===== config.mk =====
export PLATFORM = sky130hd
export DESIGN_NAME = pfr_scan
export DESIGN_NICKNAME = d
export VERILOG_FILES = /design/src/rtl/pfr_pkg.sv /design/src/rtl/pfr_scan.sv
export SDC_FILE = /design/constraint.sdc
export NUM_CORES = 1
export LEC_CHECK = 0
export BUFFER_PORTS_ARGS = -buffer_cell sky130_fd_sc_hd__buf_4
export CAP_MARGIN = 0
export CORE_ASPECT_RATIO = 1.5
export CORE_MARGIN = 8
export CORE_UTILIZATION = 35
export DETAILED_ROUTE_END_ITERATION = 8
export PLACE_DENSITY = 0.62
export SLEW_MARGIN = 20
export SYNTH_ARGS = -nofsm -noshare
export SYNTH_HDL_FRONTEND = slang
export SYNTH_SLANG_ARGS = --single-unit
export TNS_END_PERCENT = 1

===== constraint.sdc =====
create_clock -name clk -period 5.4 [get_ports clk]
set_input_delay 0.81 -clock clk [delete_from_list [all_inputs] [get_ports clk]]
set_output_delay 0.81 -clock clk [all_outputs]
set_load 0.01 [all_outputs]

===== src/rtl/pfr_pkg.sv =====
// Shared types and constants of the page frame replacement unit.
`default_nettype none

package pfr_pkg;

	// Field widths
	localparam int PAGE_W    = 19;
	localparam int TIME_W    = 32;
	localparam int COUNT_W   = 32;
	localparam int FRAME_W   = 9;
	localparam int ADDR_W    = 32;

	// Built depth of the frame table
	localparam int DEF_MAX_FRAMES = 512;

	// Configuration register widths and port shape
	localparam int CFG_POLICY_W = 1;
	localparam int CFG_PSIZE_W  = 5;
	localparam int CFG_FRAMES_W = 10;
	localparam int CFG_AGE_W    = 8;
	localparam int CFG_DATA_W   = 10;
	localparam int CFG_INDEX_W  = 2;

	// Register indexes
	localparam logic [CFG_INDEX_W-1:0] REG_POLICY    = 2'd0;
	localparam logic [CFG_INDEX_W-1:0] REG_PAGE_SIZE = 2'd1;
	localparam logic [CFG_INDEX_W-1:0] REG_FRAMES    = 2'd2;
	localparam logic [CFG_INDEX_W-1:0] REG_AGE_LIMIT = 2'd3;

	// Register reset values
	localparam logic [CFG_POLICY_W-1:0] RST_POLICY    = 1'b0;
	localparam logic [CFG_PSIZE_W-1:0]  RST_PAGE_SIZE = 5'd8;
	localparam logic [CFG_FRAMES_W-1:0] RST_FRAMES    = 10'd128;
	localparam logic [CFG_AGE_W-1:0]    RST_AGE_LIMIT = 8'd5;

	// Policy codes
	localparam logic [CFG_POLICY_W-1:0] POLICY_LRU = 1'b0;
	localparam logic [CFG_POLICY_W-1:0] POLICY_NRU = 1'b1;

	// Page size at and above which the shift is 14 instead of 13
	localparam logic [CFG_PSIZE_W-1:0] PSIZE_BIG = 5'd16;

	// One frame table entry
	typedef struct packed {
		logic [PAGE_W-1:0] page;
		logic [TIME_W-1:0] stamp;
		logic              referenced;
		logic              dirty;
	} entry_t;

	localparam int ENTRY_W = PAGE_W + TIME_W + 2;

	// Control of the lookup and victim scan
	typedef struct packed {
		logic clear;
		logic valid;
	} scan_ctl_t;

endpackage

`default_nettype wire


===== src/rtl/pfr_scan.sv =====
// Lookup and victim tracker fed one frame table entry per cycle while valid is set.
`default_nettype none

module pfr_scan #(
	parameter int IDX_W = 9
) (
	input  wire logic                        clk,
	input  wire logic                        arst_n,
	input  wire pfr_pkg::scan_ctl_t          ctl,
	input  wire logic                        policy,
	input  wire logic [pfr_pkg::PAGE_W-1:0]  page,
	input  wire pfr_pkg::entry_t             entry,
	input  wire logic [IDX_W-1:0]            idx,
	output logic                             found,
	output logic [IDX_W-1:0]                 match_idx,
	output logic [IDX_W-1:0]                 victim_idx
);

	import pfr_pkg::*;

	logic              found_q;
	logic              have_q;
	logic [IDX_W-1:0]  match_q;
	logic [IDX_W-1:0]  best_q;
	logic [TIME_W-1:0] best_key_q;
	logic [TIME_W-1:0] key;
	logic              is_match;
	logic              is_better;

	// Rank by class for NRU, by stamp for LRU
	always_comb begin
		if (policy == POLICY_NRU) begin
			key = TIME_W'({entry.referenced, entry.dirty});
		end else begin
			key = entry.stamp;
		end
		is_match  = !found_q && (entry.page == page);
		is_better = !have_q || (key < best_key_q);
	end

	// Track the first match and the first lowest-ranked frame
	always_ff @(posedge clk or negedge arst_n) begin
		if (!arst_n) begin
			found_q <= 1'b0;
			have_q  <= 1'b0;
		end else if (ctl.clear) begin
			found_q <= 1'b0;
			have_q  <= 1'b0;
		end else if (ctl.valid) begin
			if (is_match) begin
				found_q <= 1'b1;
			end
			if (is_better) begin
				have_q <= 1'b1;
			end
		end
	end

	// Hold indexes and the best key
	always_ff @(posedge clk) begin
		if (ctl.valid && !ctl.clear) begin
			if (is_match) begin
				match_q <= idx;
			end
			if (is_better) begin
				best_q     <= idx;
				best_key_q <= key;
			end
		end
	end

	assign found      = found_q;
	assign match_idx  = match_q;
	assign victim_idx = best_q;

endmodule

`default_nettype wire


=== Word-level counts from Yosys, hierarchy flattened ===
Index checks and enable logic that the tools add are counted.

* Bits in registers: 52
* Latch bits: 0
* Memory bits (writable): 0
* Bits in read-only memories: 0
* Bits of input ports: 86
* Output and inout bits: 19
* Word-level logic and storage cells: 27
* Memories: 0

* $add $sub $neg: 0
* Multiply operators: 0
* Div/mod/pow operators: 0
* Magnitude comparators: 1
* Equal/unequal tests: 1
* Shift operators: 0
* Muxes and demuxes: 7
* Bitwise logic cells: 0
* Reductions and logical operators: 13

{| class="wikitable"
|+ Operators with widths
! operator !! number
|-
| 32-bit < comparator || 1
|-
| 32-bit two-way mux || 1
|-
| 19-bit == test || 1
|-
| 2-bit AND reduction || 4
|-
| 1-bit two-way mux || 6
|-
| 2-bit nonzero test || 3
|-
| 1-bit logical NOT || 3
|-
| 1-bit logical AND || 2
|-
| 1-bit logical OR || 1
|}

=== Longest topological paths before layout ===
* Word-level depth: 6
* Gate-level depth with buffers: 9
* Mapped depth without buffers: 8

=== Least setup slack after synthesis ===
OpenSTA, ideal clock, no wires.

* Path kind: input to register
* From: input port policy
* To: register best_key_q[0], enable pin
* Arrival time: 3,118 ps
* Data required time: 5,001 ps
* Slack: 1,883 ps
* Stages: 9
* Cell sequence: clkbuf_1 -> nor2b_1 -> ha_1 -> a21o_1 -> a21oi_1 -> o21ai_0 -> a211oi_1 -> nand4_1 -> nand2_1

* Longest elaborated chain between the ends: 4

{| class="wikitable"
|+ Ends and longest elaborated chain
! element !! RTL line !! RTL
|-
| start: declaration || pfr_scan.sv:10 || <nowiki>input wire logic policy,</nowiki>
|-
| 32-bit two-way mux || pfr_scan.sv:32 || <nowiki>if (policy == POLICY_NRU) begin</nowiki>
|-
| named net key[29] || pfr_scan.sv:26 || <nowiki>logic [TIME_W-1:0] key;</nowiki>
|-
| 32-bit < comparator || pfr_scan.sv:38 || <nowiki>is_better = !have_q || (key < best_key_q);</nowiki>
|-
| 1-bit logical OR || pfr_scan.sv:38 ||
|-
| 2-bit AND reduction (no line) || - ||
|-
| end signal: assignment || pfr_scan.sv:67 || <nowiki>best_key_q <= key;</nowiki>
|-
| end: declaration || pfr_scan.sv:25 || <nowiki>logic [TIME_W-1:0] best_key_q;</nowiki>
|}

The timed path passes the listed nets, and every way through them passes these cells.
A chain may end at the register's enable or synchronous reset.

=== Final worst setup path ===
* From: input port policy
* To: register best_key_q[19], enable pin

Same word-level chain as after synthesis.

==> impl_metrics.env <==
export IMPL_status="finished clean"
export IMPL_slew_viol_final=0
export IMPL_grt_max_degree=42
export IMPL_cts_made_buffers=5
export IMPL_vias=2028
export IMPL_cts_tree="done"
export IMPL_netlist_top_cells_count="edfxtp_1 (50), inv_1 (32), ha_1 (31)"
export IMPL_hold_path_class="primary input to asynchronous set/reset pin"
export IMPL_track_usage=0.126
export IMPL_synth_adder_area_share=0.139
export IMPL_synthMuxAreaShare=0.00940
export IMPL_wire_per_inst_um=15.0
export IMPL_drive_above_1_share=0.350
export IMPL_ys_types=27
export IMPL_synth_area_um2=2800
export IMPL_start_kind="primary input"
export IMPL_place_hpwl_mm=5.39
export IMPL_ys_ff_latch=52
export IMPL_syn_inst=227
export IMPL_htree_levels=2
export IMPL_die_w_um=89.0
export IMPL_rsz0062_at_grt="no"
export IMPL_grt_pass1_wl_mm=10.8
export IMPL_fin_skew_ns=0.00304
export IMPL_port_buffers=104
export IMPL_vdd_ir_drop_max_v=0.000192
export IMPL_cts_clk_slew_worst_paths_ns=0.07
export IMPL_synth_top_area_share=0.537
export IMPL_ys_top_cells_by_area="edfxtp_1 (54%), ha_1 (14%), nor2b_1 (6.7%)"
export IMPL_power_density_nw_per_um2=276
export IMPL_post_cts_setup_buffer_count=0
export IMPL_ant_nets=0
export IMPL_rows=40
export IMPL_antenna_found_initial=0
export IMPL_synth_largest_area_cell="edfxtp_1"
export IMPL_final_nets=453
export IMPL_gp_congestion=0.728
export IMPL_synth_async_reset_ratio=0.0385
export IMPL_crit_slowest_cell="nand2_2"
export IMPL_die_h_um=125
export IMPL_grt_overflow=0
export IMPL_yosysWarnings=0
export IMPL_synth_simple_area_share=0.127
export IMPL_r2r_cells=8
export IMPL_wl_mm=6.64
export IMPL_route_detailed_drc=0
export IMPL_tns_ns=0
export IMPL_fmax_mhz=300
export IMPL_crit_family="simple AND/OR/NAND/NOR gates"
export IMPL_antenna_cells=0
export IMPL_clock_path_buffers=2
export IMPL_final_seq_area_um2=1550
export IMPL_period_minus_slack_ns=3.34
export IMPL_synth_most_common_cell="edfxtp_1"
export IMPL_crit_arrival_ns=3.25
export IMPL_seq_area_frac_synth=0.555
export IMPL_first_pass_iters=4
export IMPL_synth_compound_area_frac=0.0636
export IMPL_clock_sinks=52
export IMPL_drt_first_iter_violations=59
export IMPL_holdWs_ns=0.290
export IMPL_path_depth=8
export IMPL_finalNonFillerCells=442
export IMPL_finalHoldViolations=0
export IMPL_slowest_delay_ns=0.75
export IMPL_area_growth_pct=38.6
export IMPL_synth_edff_count=50
export IMPL_synthXorXnorAreaFrac=0.0595
export IMPL_io_pins=105
export IMPL_die_area_um2=11200
export IMPL_cts_root_buf="clkbuf_16"
export IMPL_worstPathRequired_ns=5.32
export IMPL_crit_buf_inv=1
export IMPL_syn_area_per_cell_um2=12.3
export IMPL_core_area_um2=7910
export IMPL_hold_buffers=0
export IMPL_fin_crit_sh=0.618
export IMPL_crit_fanout=41
export IMPL_clk_latency_ns=0.29
export IMPL_cap_violations=0
export IMPL_start_util=0.353
export IMPL_synth_ff_type="edfxtp_1"
export IMPL_critPathKind="primary input to register"
export IMPL_final_fill_count=763
export IMPL_critPathCaptureType="register"
export IMPL_setup_viol=0
export IMPL_cp_cell_sequence="buf_4 > mux2_2 > ha_1 > o211ai_1 > nor3_1 > o311ai_1 > nand4_1 > nand2_2"
export IMPL_synth_fp_nets=344
export IMPL_slew_headroom=0.338
export IMPL_multiInputGateArea_um2=1110
export IMPL_leakagePower_nw=1.77
export IMPL_tightest_slew_ns=0.990
export IMPL_vias_per_cell=4.59
export IMPL_dpl_cell_count=434
export IMPL_grt_pass1_vias=2301
export IMPL_synth_top_family_by_area="adder cells"
export IMPL_cts_resized=0
worst paths after layout:
| kind | slack, ns | to | startpoint |
|---|---|---|---|
| max reg2reg | 2.70 | best_key_q[19]$_DFFE_PP_ | best_key_q[29]$_DFFE_PP_ |
| min in group clk | 0.51 | found$_DFFE_PN0P_ | found$_DFFE_PN0P_ |
| min | 0.29 | have_q$_DFFE_PN0P_ | arst_n |
| max | 2.06 | best_key_q[19]$_DFFE_PP_ | policy |
| min reg2reg | 0.51 | found$_DFFE_PN0P_ | found$_DFFE_PN0P_ |
| max in group asynchronous | 5.02 | found$_DFFE_PN0P_ | arst_n |
logic make-up (layout without fill, tap and decap cells):
family	after synthesis	count (layout)
AND/OR/NAND/NOR	59	59
flip-flops	52	52
buffers and inverters	35	145
adder cells (fa/ha/maj)	31	31
AO/OA/AOI/OAI	29	29
XOR/XNOR	19	19
multiplexers	2	2
sequential cells by signal, summed over array words and instances (netlist names):
name	count
have_q	1
found	1
best_key_q	32
match_idx	9
victim_idx	9
stage by stage:
step                       util  setup WS (ns)  power [mW]  area, um^2
final                     0.490           2.06        1.07        3870
after floorplan               -           1.88       0.623        2800
after global placement    0.469           1.79       0.715        3710
after CTS                 0.490           2.03        1.09        3870
after global routing      0.490           1.84        1.12        3870
after detailed placement  0.469           1.71       0.721        3710
report_power, final:
group          switching, mW  internal [mW]  total (mW)  leakage, nW
registers             0.0111          0.495       0.506        0.514
clock network          0.145          0.218       0.363       0.0798
logic                 0.0992          0.101       0.200         1.17
cells in the final DEF, fill, tap and decap left out:
cell type   count
and3_1          1
clkbuf_16       5
dfrtp_1         2
xor2_1          5
a21oi_1        12
nand2_2         1
mux2_2          1
nor2b_1        30
nor3b_2         1
buf_4         105
nand2_1         3
nand2b_1        1
edfxtp_1       50
nor2_1          5
nand4_1        11
o311ai_1        1
bufinv_16       1
mux2_4          1
o21ai_0         4
nor4_2          1
a211oi_1        2
xnor2_1        14
nor4_1          1
inv_1          32
nand3_1         2
nor3_1          2
a31oi_1         1
ha_1           31
o211ai_1        1
clkinvlp_4      1
clkinv_2        1
a21o_1          8
layer usage:
metal / vias to the layer above / wire length, um / GRT usage
met5: - / 0 / 0
met4: 0 / 104 / 0.0443
met3: 7 / 677 / 0.0557
met2: 78 / 3450 / 0.225
met1: 926 / 2410 / 0.122
li1: 1017 / - / -
area by class of cell:
cell class | count | area share
flip-flops and latches | 52 | 0.401
multi-input cells | 140 | 0.288
repair buffers | 105 | 0.203
well taps | 105 | 0.0339
clock buffers | 5 | 0.0323
inverters | 32 | 0.0310
clock inverters | 3 | 0.0110
Note: power is estimated with default switching activity, not from simulation.
